**config.mk**
```make
export PLATFORM = sky130hd
export DESIGN_NAME = line_rasterizer
export DESIGN_NICKNAME = d
export VERILOG_FILES = /design/src/rtl/lrast_pkg.sv /design/src/rtl/lrast_setup.sv /design/src/rtl/lrast_step.sv /design/src/rtl/line_rasterizer.sv
export SDC_FILE = /design/constraint.sdc
export NUM_CORES = 1
export LEC_CHECK = 0
export BUFFER_PORTS_ARGS = -buffer_cell sky130_fd_sc_hd__buf_2
export CORE_ASPECT_RATIO = 0.7
export CORE_MARGIN = 8
export CORE_UTILIZATION = 62
export CTS_CLUSTER_DIAMETER = 150
export DETAILED_ROUTE_END_ITERATION = 6
export PLACE_DENSITY = 0.94
export SYNTH_ARGS = -nofsm -noshare
export SYNTH_HDL_FRONTEND = slang
export SYNTH_SLANG_ARGS = --single-unit
```
**constraint.sdc**
```tcl
create_clock -name clk -period 13.1 [get_ports clk]
set_input_delay 0.655 -clock clk [delete_from_list [all_inputs] [get_ports clk]]
set_output_delay 0.655 -clock clk [all_outputs]
set_load 0.005 [all_outputs]
```
**src/rtl/lrast_pkg.sv**
```systemverilog
// Package for the line rasterizer: widths, register indexes, request codes
// and the packed request, pixel and line state types.
// No dependencies; every other file of the block uses it.
package lrast_pkg;

    localparam int COORD_BITS = 16;
    localparam int DIM_BITS = 15;
    localparam int CMP_BITS = ((COORD_BITS > DIM_BITS) ? COORD_BITS : DIM_BITS) + 1;
    localparam int SUM_BITS = COORD_BITS + 2;
    localparam int CFG_INDEX_BITS = 1;

    localparam logic [DIM_BITS-1:0] WIDTH_RESET = DIM_BITS'(640);
    localparam logic [DIM_BITS-1:0] HEIGHT_RESET = DIM_BITS'(480);

    localparam logic [CFG_INDEX_BITS-1:0] REG_SCREEN_WIDTH = CFG_INDEX_BITS'(0);
    localparam logic [CFG_INDEX_BITS-1:0] REG_SCREEN_HEIGHT = CFG_INDEX_BITS'(1);

    localparam logic KIND_LOAD = 1'b0;
    localparam logic KIND_ADVANCE = 1'b1;

    typedef logic signed [COORD_BITS-1:0] coord_t;
    typedef logic [COORD_BITS-1:0] span_t;
    typedef logic signed [COORD_BITS:0] delta_t;
    typedef logic [7:0] chan_t;
    typedef logic [DIM_BITS-1:0] dim_t;

    typedef struct packed {
        logic   kind;
        coord_t x_start;
        coord_t y_start;
        coord_t x_end;
        coord_t y_end;
        chan_t  red_in;
        chan_t  green_in;
        chan_t  blue_in;
        chan_t  alpha_in;
    } req_t;

    typedef struct packed {
        coord_t pixel_x;
        coord_t pixel_y;
        chan_t  red_out;
        chan_t  green_out;
        chan_t  blue_out;
        chan_t  alpha_out;
        logic   last_pixel;
    } rsp_t;

    typedef struct packed {
        logic   active;
        logic   major_is_y;
        coord_t position;
        coord_t limit;
        span_t  span;
        delta_t delta;
        coord_t quotient;
        span_t  remainder;
        chan_t  red;
        chan_t  green;
        chan_t  blue;
        chan_t  alpha;
    } line_state_t;

endpackage

```
**src/rtl/lrast_setup.sv**
```systemverilog
// Line set-up: screen reject test, major axis choice, endpoint ordering.
// Produces the line state for a load request. Uses lrast_pkg.
module lrast_setup (
    input  lrast_pkg::req_t        req,
    input  lrast_pkg::dim_t        screen_width,
    input  lrast_pkg::dim_t        screen_height,
    output lrast_pkg::line_state_t line
);

    localparam int CB = lrast_pkg::COORD_BITS;
    localparam int XB = lrast_pkg::CMP_BITS - CB;
    localparam int WB = lrast_pkg::CMP_BITS - lrast_pkg::DIM_BITS;

    logic signed [lrast_pkg::CMP_BITS-1:0] x1_c, y1_c, x2_c, y2_c, w_c, h_c;
    logic              reject;
    lrast_pkg::delta_t dx, dy, neg_dx, neg_dy, span_full;
    lrast_pkg::span_t  mag_x, mag_y;
    logic              major_is_y;
    lrast_pkg::coord_t a1, b1, a2, b2, pos, lim, b_lo, b_hi;

    always_comb
    begin
        x1_c = $signed({{XB{req.x_start[CB-1]}}, req.x_start});
        y1_c = $signed({{XB{req.y_start[CB-1]}}, req.y_start});
        x2_c = $signed({{XB{req.x_end[CB-1]}}, req.x_end});
        y2_c = $signed({{XB{req.y_end[CB-1]}}, req.y_end});
        w_c = $signed({{WB{1'b0}}, screen_width});
        h_c = $signed({{WB{1'b0}}, screen_height});

        reject = (req.x_start[CB-1] && req.x_end[CB-1])
              || (x1_c > w_c && x2_c > w_c)
              || (req.y_start[CB-1] && req.y_end[CB-1])
              || (y1_c > h_c && y2_c > h_c);

        dx = $signed({req.x_end[CB-1], req.x_end}) - $signed({req.x_start[CB-1], req.x_start});
        dy = $signed({req.y_end[CB-1], req.y_end}) - $signed({req.y_start[CB-1], req.y_start});
        neg_dx = -dx;
        neg_dy = -dy;
        mag_x = dx[CB] ? neg_dx[CB-1:0] : dx[CB-1:0];
        mag_y = dy[CB] ? neg_dy[CB-1:0] : dy[CB-1:0];
        major_is_y = mag_x < mag_y;

        a1 = major_is_y ? req.y_start : req.x_start;
        b1 = major_is_y ? req.x_start : req.y_start;
        a2 = major_is_y ? req.y_end : req.x_end;
        b2 = major_is_y ? req.x_end : req.y_end;

        if ($signed(a1) <= $signed(a2))
        begin
            pos = a1;
            lim = a2;
            b_lo = b1;
            b_hi = b2;
        end
        else
        begin
            pos = a2;
            lim = a1;
            b_lo = b2;
            b_hi = b1;
        end

        span_full = $signed({lim[CB-1], lim}) - $signed({pos[CB-1], pos});

        line.active = !reject;
        line.major_is_y = major_is_y;
        line.position = pos;
        line.limit = lim;
        line.span = span_full[CB-1:0];
        line.delta = $signed({b_hi[CB-1], b_hi}) - $signed({b_lo[CB-1], b_lo});
        line.quotient = b_lo;
        line.remainder = '0;
        line.red = req.red_in;
        line.green = req.green_in;
        line.blue = req.blue_in;
        line.alpha = req.alpha_in;
    end

endmodule

```
**src/rtl/lrast_step.sv**
```systemverilog
// Pixel step: rounds the minor coordinate, forms the pixel and advances
// the quotient and remainder by one major step. Uses lrast_pkg.
module lrast_step (
    input  lrast_pkg::line_state_t cur,
    output lrast_pkg::rsp_t        pix,
    output lrast_pkg::line_state_t nxt
);

    localparam int CB = lrast_pkg::COORD_BITS;
    localparam int SB = lrast_pkg::SUM_BITS;

    logic [CB:0]                 twice, span_x;
    logic                        round_up, last;
    lrast_pkg::coord_t           minor;
    logic signed [SB-1:0]        sum, span_s, sum_hi, sum_lo;

    always_comb
    begin
        twice = {cur.remainder, 1'b0};
        span_x = {1'b0, cur.span};
        round_up = (cur.span != '0)
                && ((twice > span_x) || (twice == span_x && !cur.quotient[CB-1]));
        minor = cur.quotient + {{(CB-1){1'b0}}, round_up};
        last = cur.position == cur.limit;

        pix.pixel_x = cur.major_is_y ? minor : cur.position;
        pix.pixel_y = cur.major_is_y ? cur.position : minor;
        pix.red_out = cur.red;
        pix.green_out = cur.green;
        pix.blue_out = cur.blue;
        pix.alpha_out = cur.alpha;
        pix.last_pixel = last;

        sum = $signed({2'b00, cur.remainder}) + $signed({cur.delta[CB], cur.delta});
        span_s = $signed({2'b00, cur.span});
        sum_hi = sum - span_s;
        sum_lo = sum + span_s;

        nxt = cur;
        if (last)
        begin
            nxt.active = 1'b0;
        end
        else
        begin
            nxt.position = cur.position + {{(CB-1){1'b0}}, 1'b1};
            if (sum >= span_s)
            begin
                nxt.remainder = sum_hi[CB-1:0];
                nxt.quotient = cur.quotient + {{(CB-1){1'b0}}, 1'b1};
            end
            else if (sum[SB-1])
            begin
                nxt.remainder = sum_lo[CB-1:0];
                nxt.quotient = cur.quotient - {{(CB-1){1'b0}}, 1'b1};
            end
            else
            begin
                nxt.remainder = sum[CB-1:0];
            end
        end
    end

endmodule

```
**src/rtl/line_rasterizer.sv**
```systemverilog
// An advance request is taken into req_reg; its pixel is registered in rsp_reg when the
// request leaves req_reg. Throughput: one request per cycle unless an advance waits
// behind a stalled pixel; the rate is set by the combinational step unit that updates the line state.
// Reset (rst_n low, asynchronous) empties both registers, drops the active line,
// and sets the screen width to 640 and the height to 480.
module line_rasterizer (
    input  logic                                 clk,
    input  logic                                 rst_n,
    input  logic                                 req_valid,
    output logic                                 req_ready,
    input  lrast_pkg::req_t                      req,
    output logic                                 rsp_valid,
    input  logic                                 rsp_ready,
    output lrast_pkg::rsp_t                      rsp,
    input  logic                                 cfg_we,
    input  logic [lrast_pkg::CFG_INDEX_BITS-1:0] cfg_index,
    input  lrast_pkg::dim_t                      cfg_data
);

    lrast_pkg::req_t        req_reg;
    logic                   req_valid_reg, req_valid_next;
    lrast_pkg::rsp_t        rsp_reg;
    logic                   rsp_valid_reg, rsp_valid_next;
    lrast_pkg::line_state_t line_reg, line_next;
    lrast_pkg::dim_t        width_reg, height_reg;
    lrast_pkg::line_state_t setup_line, step_line;
    lrast_pkg::rsp_t        step_pix;
    logic                   emits, consume;

    lrast_setup u_setup (
        .req           (req_reg),
        .screen_width  (width_reg),
        .screen_height (height_reg),
        .line          (setup_line)
    );

    lrast_step u_step (
        .cur (line_reg),
        .pix (step_pix),
        .nxt (step_line)
    );

    always_comb
    begin
        emits = req_valid_reg && (req_reg.kind == lrast_pkg::KIND_ADVANCE) && line_reg.active;
        consume = req_valid_reg && (!emits || !rsp_valid_reg || rsp_ready);
        req_ready = !req_valid_reg || consume;

        if (req_ready)
        begin
            req_valid_next = req_valid;
        end
        else
        begin
            req_valid_next = req_valid_reg;
        end

        line_next = line_reg;
        if (consume)
        begin
            if (req_reg.kind == lrast_pkg::KIND_LOAD)
            begin
                line_next = setup_line;
            end
            else if (line_reg.active)
            begin
                line_next = step_line;
            end
        end

        if (consume && emits)
        begin
            rsp_valid_next = 1'b1;
        end
        else if (rsp_ready)
        begin
            rsp_valid_next = 1'b0;
        end
        else
        begin
            rsp_valid_next = rsp_valid_reg;
        end

        rsp_valid = rsp_valid_reg;
        rsp = rsp_reg;
    end

    always_ff @(posedge clk or negedge rst_n)
    begin
        if (!rst_n)
        begin
            req_valid_reg <= 1'b0;
            rsp_valid_reg <= 1'b0;
            line_reg <= '0;
            width_reg <= lrast_pkg::WIDTH_RESET;
            height_reg <= lrast_pkg::HEIGHT_RESET;
        end
        else
        begin
            req_valid_reg <= req_valid_next;
            rsp_valid_reg <= rsp_valid_next;
            line_reg <= line_next;
            if (cfg_we && cfg_index == lrast_pkg::REG_SCREEN_WIDTH)
            begin
                width_reg <= cfg_data;
            end
            if (cfg_we && cfg_index == lrast_pkg::REG_SCREEN_HEIGHT)
            begin
                height_reg <= cfg_data;
            end
        end
    end

    always_ff @(posedge clk)
    begin
        if (req_ready)
        begin
            req_reg <= req;
        end
        if (consume && emits)
        begin
            rsp_reg <= step_pix;
        end
    end

endmodule

```
# Word level (Yosys, flattened, before mapping)
# Cells that the tools add are included.
# classes
add_sub_neg	13
n_lt_le_gt_ge	8
n_eq_ne	5
n_mux	22
bitwise	2
n_reduce_logical	29
# ops
cell	n
2-to-1 mux 131 bit	2
2-to-1 mux 16 bit	15
> comparator 16 bit	4
2-to-1 mux 32 bit	2
subtractor 16 x 16 -> 17 bit	3
adder 16 x 1 -> 16 bit, second input constant	2
negation 16 bit	2
subtractor 16 bit	2
adder 17 x 17 -> 18 bit	1
>= comparator 18 x 17 -> 1 bit	1
equality test 17 x 16 -> 1 bit	1
> comparator 17 x 16 -> 1 bit	1
adder 16 x 1 -> 16 bit	1
adder 16 bit	1
equality test 16 bit	1
less-or-equal comparator 16 bit	1
less-than comparator 16 bit	1
nonzero test 16 bit	1
subtractor 16 x 1 -> 16 bit, second input constant	1
logical AND 1 bit	12
logical OR 1 bit	7
logical NOT 1 bit	5
AND reduction 4 bit	1
2-to-1 mux 1 bit	3
7 further kinds	8
# totals
ff_bits	325
wordCells	111

# Longest topological paths before layout
# Gate-level depths: netlist of run 1.
# logic_depth
word_depth	9
ltp_mapped	54

# By module
# From an unflattened synthesis of run 1, not the netlist that was laid out.
# hier_totals
cells_unflattened	2975
area_unflattened_um2	26775.7
# modules_own_cells
mod	n_inst	cells_each	area_per_inst_um2
line_rasterizer	1	938	12988.7
lrast_setup	1	1204	8035.2
lrast_step	1	833	5751.8

# Least setup slack after synthesis of run 1
# No wires, ideal clock.
# synth_timing
path_kind	flip-flop to flip-flop
start	register req_reg[64] (netlist bit)
end	register line_reg[79] (netlist bit)
setup_time_ns	0.135
arrival_time_ns	10.221
required_time_ns	12.965
path_slack_ns	2.744
stages_incl_launch_ff	50
path_buffers	9
cell_sequence	edfxtp_1 > ha_1 > fa_1 > nor2b_1 > o21ai_1 > a21boi_0 > nor2_1 > or4_1 > or3_1 > or3_1 > nor3_1 > a31oi_1 > xnor2_1 > ha_1 > a211oi_1 > nand2_1 > a211o_1 > a211oi_1 > [14 not listed] > buf_2 > buf_2 > buf_1 > nand2_1 > a31oi_1 > ha_1 > nor2b_1 > o21ai_0 > a21boi_0 > o21ai_0 > a21oi_1 > o21ai_0 > a21oi_1 > o41ai_1 > o2111ai_1 > a21oi_1 > xor2_1 > o21ai_0
# synth_via
elab_chain_len	9
# synth_rtl
element	line	rtl
start: declaration	line_rasterizer.sv:20	lrast_pkg::req_t req_reg;
start signal: assignment	line_rasterizer.sv:118	req_reg <= req;
subtractor 16 x 16 -> 17 bit	lrast_setup.sv:36	dy = $signed({req.y_end[CB-1], req.y_end}) - $signed({req.y_start[CB-1], req.y_start});
negation 16 bit	lrast_setup.sv:38	neg_dy = -dy;
2-to-1 mux 16 bit	lrast_setup.sv:40	mag_y = dy[CB] ? neg_dy[CB-1:0] : dy[CB-1:0];
less-than comparator 16 bit	lrast_setup.sv:41	major_is_y = mag_x < mag_y;
2-to-1 mux 16 bit (on tied branches)	lrast_setup.sv:43, lrast_setup.sv:45	
less-or-equal comparator 16 bit	lrast_setup.sv:48	if ($signed(a1) <= $signed(a2))
2-to-1 mux 16 bit	lrast_setup.sv:48	
subtractor 16 x 16 -> 17 bit (*)	lrast_setup.sv:70	line.delta = $signed({b_hi[CB-1], b_hi}) - $signed({b_lo[CB-1], b_lo});
2-to-1 mux 131 bit (*)	line_rasterizer.sv:61	if (req_reg.kind == lrast_pkg::KIND_LOAD)
end signal: assignment	line_rasterizer.sv:102	line_reg <= line_next;
end: declaration	line_rasterizer.sv:24	lrast_pkg::line_state_t line_reg, line_next;
# Every way passes the cells marked *; elsewhere a longest branch is shown, timed or not.
# A chain may end at the register's enable or synchronous reset.

# Final worst setup path of run 1
# layout_timing
start	register req_reg[48] (netlist bit)
end	register line_reg[79] (netlist bit)
# layout_via
elab_chain_len	9
# layout_rtl
element	line	rtl
subtractor 16 x 16 -> 17 bit	lrast_setup.sv:35	dx = $signed({req.x_end[CB-1], req.x_end}) - $signed({req.x_start[CB-1], req.x_start});
negation 16 bit	lrast_setup.sv:37	neg_dx = -dx;
2-to-1 mux 16 bit	lrast_setup.sv:39	mag_x = dx[CB] ? neg_dx[CB-1:0] : dx[CB-1:0];
less-than comparator 16 bit	lrast_setup.sv:41	
2-to-1 mux 16 bit (on tied branches)	lrast_setup.sv:43, lrast_setup.sv:45	
less-or-equal comparator 16 bit	lrast_setup.sv:48	
2-to-1 mux 16 bit	lrast_setup.sv:48	
subtractor 16 x 16 -> 17 bit (*)	lrast_setup.sv:70	
2-to-1 mux 131 bit (*)	line_rasterizer.sv:61	
# Marks and branches as above.

==> results of run 1 <==
==> cell families (layout without fill, tap and decap cells) <==
logic type      Yosys count  after routing  share of synthesized area
other cells               0              2                          0
mux                      64             64                     0.0292
flops                   325            325                      0.390
compound gates          664            664                      0.183
simple gates            838            838                      0.168
xor+xnor                157            157                     0.0599
buf+inv                 254            410                     0.0431
fa+ha+maj               230            230                      0.128
==> worst paths after layout <==
| check | to | slack, ns | depth (start not counted) |
|---|---|---|---|
| worst min register to register | line_reg[21] | 0.44 | 2 |
| min in group clk | req_reg[18] | 0.21 | 1 |
| worst max-delay path | line_reg[79] | 0.76 | 44 |
| max in group asynchronous | line_reg[12] | 11.26 | 2 |
| worst max register to register | line_reg[79] | 0.76 | 44 |
| worst min-delay path | line_reg[33] | 0.11 | 1 |
==> metal layers <==
layer  track usage  up-vias  share of wire
li1              -     9335              -
met2         0.492     1332           0.44
met5             0        -        0.00014
met1         0.450     9941           0.41
met3        0.0900      234           0.12
met4         0.108        2          0.035
==> critical path: cells and delay by family, from the launching register on <==
| kind | cells | cell delay (ns) |
|---|---|---|
| AOI/OAI and AO/OA | 28 | 7.25 |
| xor gates and xnor gates | 2 | 0.38 |
| adders and majority gates | 5 | 1.72 |
| buffers and inverters | 2 | 0.35 |
| DFF | 1 | 0.36 |
| and+or+nand+nor | 7 | 2.09 |
==> cells in the mapped netlist (12+ instances only) <==
cell / count / area, um^2
nand2_1: 335 / 1260
ha_1: 223 / 2790
nor2_1: 205 / 769
o21ai_0: 184 / 921
a21oi_1: 173 / 866
edfxtp_1: 162 / 4860
dfrtp_1: 157 / 3930
inv_1: 146 / 548
xnor2_1: 100 / 876
clkbuf_1: 74 / 278
xor2_1: 57 / 499
nand3_1: 42 / 210
mux2i_1: 40 / 400
nand2b_1: 40 / 250
nor2b_1: 40 / 250
nor3_1: 38 / 190
a31oi_1: 35 / 219
a211oi_1: 34 / 255
a21o_1: 26 / 195
nand4_1: 25 / 156
o21ai_1: 25 / 125
or3_1: 25 / 156
mux2_2: 24 / 270
o211ai_1: 22 / 165
o21bai_1: 22 / 165
and3_1: 20 / 125
o21a_1: 20 / 150
nor4_1: 19 / 119
buf_2: 18 / 90.1
buf_1: 12 / 45.0
o22ai_1: 12 / 75.1
o31ai_1: 12 / 90.1
==> per-stage QoR <==
| stage | hold slack, ns | instance area [um^2] |
|---|---|---|
| finish | 0.111 | 25400 |
| global route | 0.194 | 25400 |
| CTS | 0.180 | 25400 |
| detailed placement | 0.430 | 24300 |
| global placement | 0.419 | 24300 |
| floorplan | 0.359 | 23000 |
==> cell type report <==
type                    instances  area (um^2)
well taps                     488          611
flip-flops and latches        325         8950
fillers                      2659        11500
clock inverters                22          245
inverters                     147          552
diodes                          2         5.00
multi-input cells            1953        13100
repair buffers                205         1080
clock buffers                  36          815
==> layout by cell type, fill, tap and decap left out, types with 34 or more instances in the layout <==
cell	n
nor3_1	38
o21ai_0	184
xnor2_1	100
edfxtp_1	162
ha_1	223
xor2_1	57
nand2b_1	40
a31oi_1	35
a21oi_1	173
nand3_1	41
dfrtp_1	157
nor2b_1	38
mux2i_1	40
nand2_1	334
buf_2	183
inv_1	146
a211oi_1	34
nor2_1	203
==> impl_metrics.env, run 1 <==
export IMPL_status="finished, final reports clean"
export IMPL_crit_arrival_ns=12.81
export IMPL_gp_congestion=0.991
export IMPL_finalHoldViolCount=0
export IMPL_ant_nets=0
export IMPL_crit_slowest_cell="a31oi_1"
export IMPL_cts_tree="built"
export IMPL_syn_inst=2532
export IMPL_root_buffer="clkbuf_16"
export IMPL_period_share=0.942
export IMPL_syn_nets=2880
export IMPL_drt_iter0_markers=2581
export IMPL_fp_row_count=59
export IMPL_largest_reg_flops=131
export IMPL_ctsLongestPathBuffers=3
export IMPL_critPathLaunchType="register"
export IMPL_pre_cts_slack_ns=1.24
export IMPL_fin_skew_ns=0.0226
export IMPL_drc=0
export IMPL_area_growth_pct=10.4
export IMPL_fin_setup_tns_ns=0
export IMPL_syn_area_per_cell_um2=9.07
export IMPL_final_cells=3178
export IMPL_finalSetupViolCount=0
export IMPL_grt_pass1_wl_um=113000
export IMPL_postRouteWirelength_um=72900
export IMPL_tightest_slew_ns=1.26
export IMPL_cts_setup_buffers=0
export IMPL_clock_sinks=325
export IMPL_numCtsBuffers=31
export IMPL_min_period_ns=12.34
export IMPL_drive_gt1_frac=0.120
export IMPL_synth_edf_count=162
export IMPL_slew_violations=0
export IMPL_fin_ws_ns=0.761
export IMPL_crit_start="req_reg[48]"
export IMPL_hold_class="in2async"
export IMPL_post_route_util=0.688
export IMPL_port_buffers=184
export IMPL_post_cts_resized=0
export IMPL_max_cap_viol_count=0
export IMPL_fmax_ghz=0.0810
export IMPL_synth_cell_area_um2=23000
export IMPL_io_pins=185
export IMPL_ys_warnings_count=0
export IMPL_num_vias=20844
export IMPL_critical_path_max_fanout=35
export IMPL_die_h_um=177
export IMPL_grt_max_degree=87
export IMPL_regToRegStartpoint="req_reg[48]"
export IMPL_cpMostUsedCell="a21oi_1"
export IMPL_synthArstFlopShare=0.502
export IMPL_grt_util_all_layers=0.326
export IMPL_design_die_area_um2=43600
export IMPL_htreeDepth=1
export IMPL_crit_required_ns=13.57
export IMPL_synthFlopType="edfxtp_1"
export IMPL_endpoint_kind="register"
export IMPL_rsz0062_at_grt="false"
export IMPL_fin_nets=3011
export IMPL_synthDistinctLibCells=86
export IMPL_clk_latency_ns=0.62
export IMPL_hpwl_um=55200
export IMPL_slowest_delay_ns=1.00
export IMPL_coreArea_um2=36800
export IMPL_ys_seq_area_frac=0.390
export IMPL_placed_cells=3118
export IMPL_clk_pin_slew_ns=0.07
export IMPL_post_drt_via_cell_ratio=6.56
export IMPL_ctsHoldBuffers=0
export IMPL_start_util=0.624
export IMPL_critical_path_class="reg2reg"
export IMPL_wl_per_cell_um=22.9
export IMPL_dieWidth_um=246
export IMPL_drtPass1Iterations=6
export IMPL_maxSlewHeadroom=0.156
export IMPL_grt_pass1_vias=20142
export IMPL_grt_overflow=0
export IMPL_antenna_found_initial=5
export IMPL_ys_ff_latch=325
Power of run 1 is left out: the tool's default activity adds up to more than one toggle a clock period on the data nets, which glitch-free logic cannot reach.
==> run 2: changes to the inputs <==
- clock period: 13.1 -> 13.2 ns (I/O delays scaled with it)
==> impl_metrics.env, run 2 (synthesis gave the netlist of run 1 again) <==
export IMPL_critical_path_class="reg2reg"
export IMPL_pre_cts_slack_ns=1.29
export IMPL_crit_arrival_ns=12.62
export IMPL_mostFrequentLayoutCells="nand2_1 (334), ha_1 (223), nor2_1 (203), o21ai_0 (184), buf_2 (183)"
export IMPL_crit_slowest_cell="buf_4"
export IMPL_coreArea_um2=36800
export IMPL_drtPass1Iterations=7
export IMPL_clock_sinks=325
export IMPL_largest_reg_flops=131
export IMPL_area_growth_pct=10.5
export IMPL_tightest_slew_ns=1.22
export IMPL_fill_cells=2724
export IMPL_period_share=0.923
export IMPL_multiInputGateArea_um2=13100
export IMPL_grt_max_degree=93
export IMPL_min_period_ns=12.18
export IMPL_globalRouteMet3Util=0.0957
export IMPL_root_buffer="clkbuf_16"
export IMPL_slew_violations=0
export IMPL_antenna_cells=0
export IMPL_dieWidth_um=246
export IMPL_drt_iter0_markers=2904
export IMPL_cpMostUsedCell="a21oi_1"
export IMPL_endpoint_kind="register"
export IMPL_ctsLongestPathBuffers=3
export IMPL_hpwl_um=56900
export IMPL_rsz0062_at_grt="false"
export IMPL_htreeDepth=1
export IMPL_fp_row_count=59
export IMPL_grt_overflow=0
export IMPL_grt_pass1_wl_um=114000
export IMPL_drive_gt1_frac=0.120
export IMPL_fin_ws_ns=1.02
export IMPL_hold_class="in2async"
export IMPL_ant_nets=0
export IMPL_finalSetupViolCount=0
export IMPL_layout_commonest_cell="nand2_1"
export IMPL_clk_pin_slew_ns=0.07
export IMPL_busiest_layer="met2"
export IMPL_antenna_found_initial=1
export IMPL_grt_util_all_layers=0.333
export IMPL_io_pins=185
export IMPL_numCtsBuffers=31
export IMPL_grt_pass1_vias=19693
export IMPL_die_h_um=177
export IMPL_critPathLaunchType="register"
export IMPL_crit_required_ns=13.64
export IMPL_critical_path_max_fanout=84
export IMPL_start_util=0.624
export IMPL_fin_setup_tns_ns=0
export IMPL_fmax_ghz=0.0821
export IMPL_wl_per_cell_um=23.6
export IMPL_grt_use_met2=0.495
export IMPL_num_vias=20779
export IMPL_grt_use_met1=0.468
export IMPL_register_area_um2=8950
export IMPL_cts_tree="built"
export IMPL_status="finished, final reports clean"
export IMPL_post_route_util=0.689
export IMPL_slowest_delay_ns=0.70
export IMPL_postRouteWirelength_um=75100
export IMPL_drc=0
export IMPL_clk_latency_ns=0.62
export IMPL_maxSlewHeadroom=0.176
export IMPL_max_cap_viol_count=0
export IMPL_finalHoldViolCount=0
export IMPL_post_drt_via_cell_ratio=6.54
export IMPL_design_die_area_um2=43600
export IMPL_gp_congestion=0.999
export IMPL_fin_nets=3010
export IMPL_port_buffers=184
export IMPL_fin_skew_ns=0.0280
-- run 2: cell types whose count changed in the layout (fill, tap and decap cells not counted), sizes merged --
| cell | previous run | this run |
|---|---|---|
| diode | 2 | 0 |
| clkbuf | 36 | 42 |
| buf | 205 | 204 |
| inv | 151 | 152 |
| clkinvlp | 8 | 1 |
-- run 2: cell type report --
class | instances | share of cell area
clock buffer | 42 | 0.0354
clock inverter | 16 | 0.00725
inverter | 147 | 0.0217
multi-input combinational | 1953 | 0.516
sequential | 325 | 0.353
tap | 488 | 0.0241
timing repair buffer | 204 | 0.0425
-- run 2: worst paths after layout --
kind	from	to	slack [ns]	depth (start not counted)
worst max register to register	req_reg[32]	line_reg[79]	1.02	45
min in group clk	req[7]	req_reg[7]	0.21	1
worst max-delay path	req_reg[32]	line_reg[79]	1.02	45
max in group asynchronous	rst_n	line_reg[50]	11.13	3
worst min register to register	req_reg[20]	line_reg[20]	0.44	2
worst min-delay path	rst_n	line_reg[82]	0.06	1
-- run 2: layer usage --
metal  routed length [um]  share of wire  vias up
li1                     -              -     9327
met2                32000           0.43     1368
met5                   13        0.00017        -
met4                 2450          0.033        2
met3                 9730           0.13      244
met1                30900           0.41     9838
-- run 2: worst max-delay path, delay by kind of cell (launching register included) --
kind | cells | cell delay, ns
xor+xnor | 2 | 0.35
flops | 1 | 0.41
compound gates | 26 | 6.55
fa+ha+maj | 5 | 1.62
simple gates | 9 | 1.76
buf+inv | 3 | 1.29
-- run 2: stage by stage --
step                hold WS, ns  instances  instance area [um^2]
floorplan                 0.364       2532                 23000
global placement          0.418       3117                 24300
detailed placement        0.426       3117                 24300
CTS                      0.0654       3175                 25400
global route             0.0931       3175                 25400
finish                   0.0602       3175                 25400
-- run 2: repair_timing --
item / CTS / global route
setup buffers: 0 / 0
gates resized for setup: 0 / 1
setup endpoints to repair: 0 / 1
hold endpoints to repair: 0 / 0
hold buffers: 0 / 0
Power of run 2 is left out for the same reason.
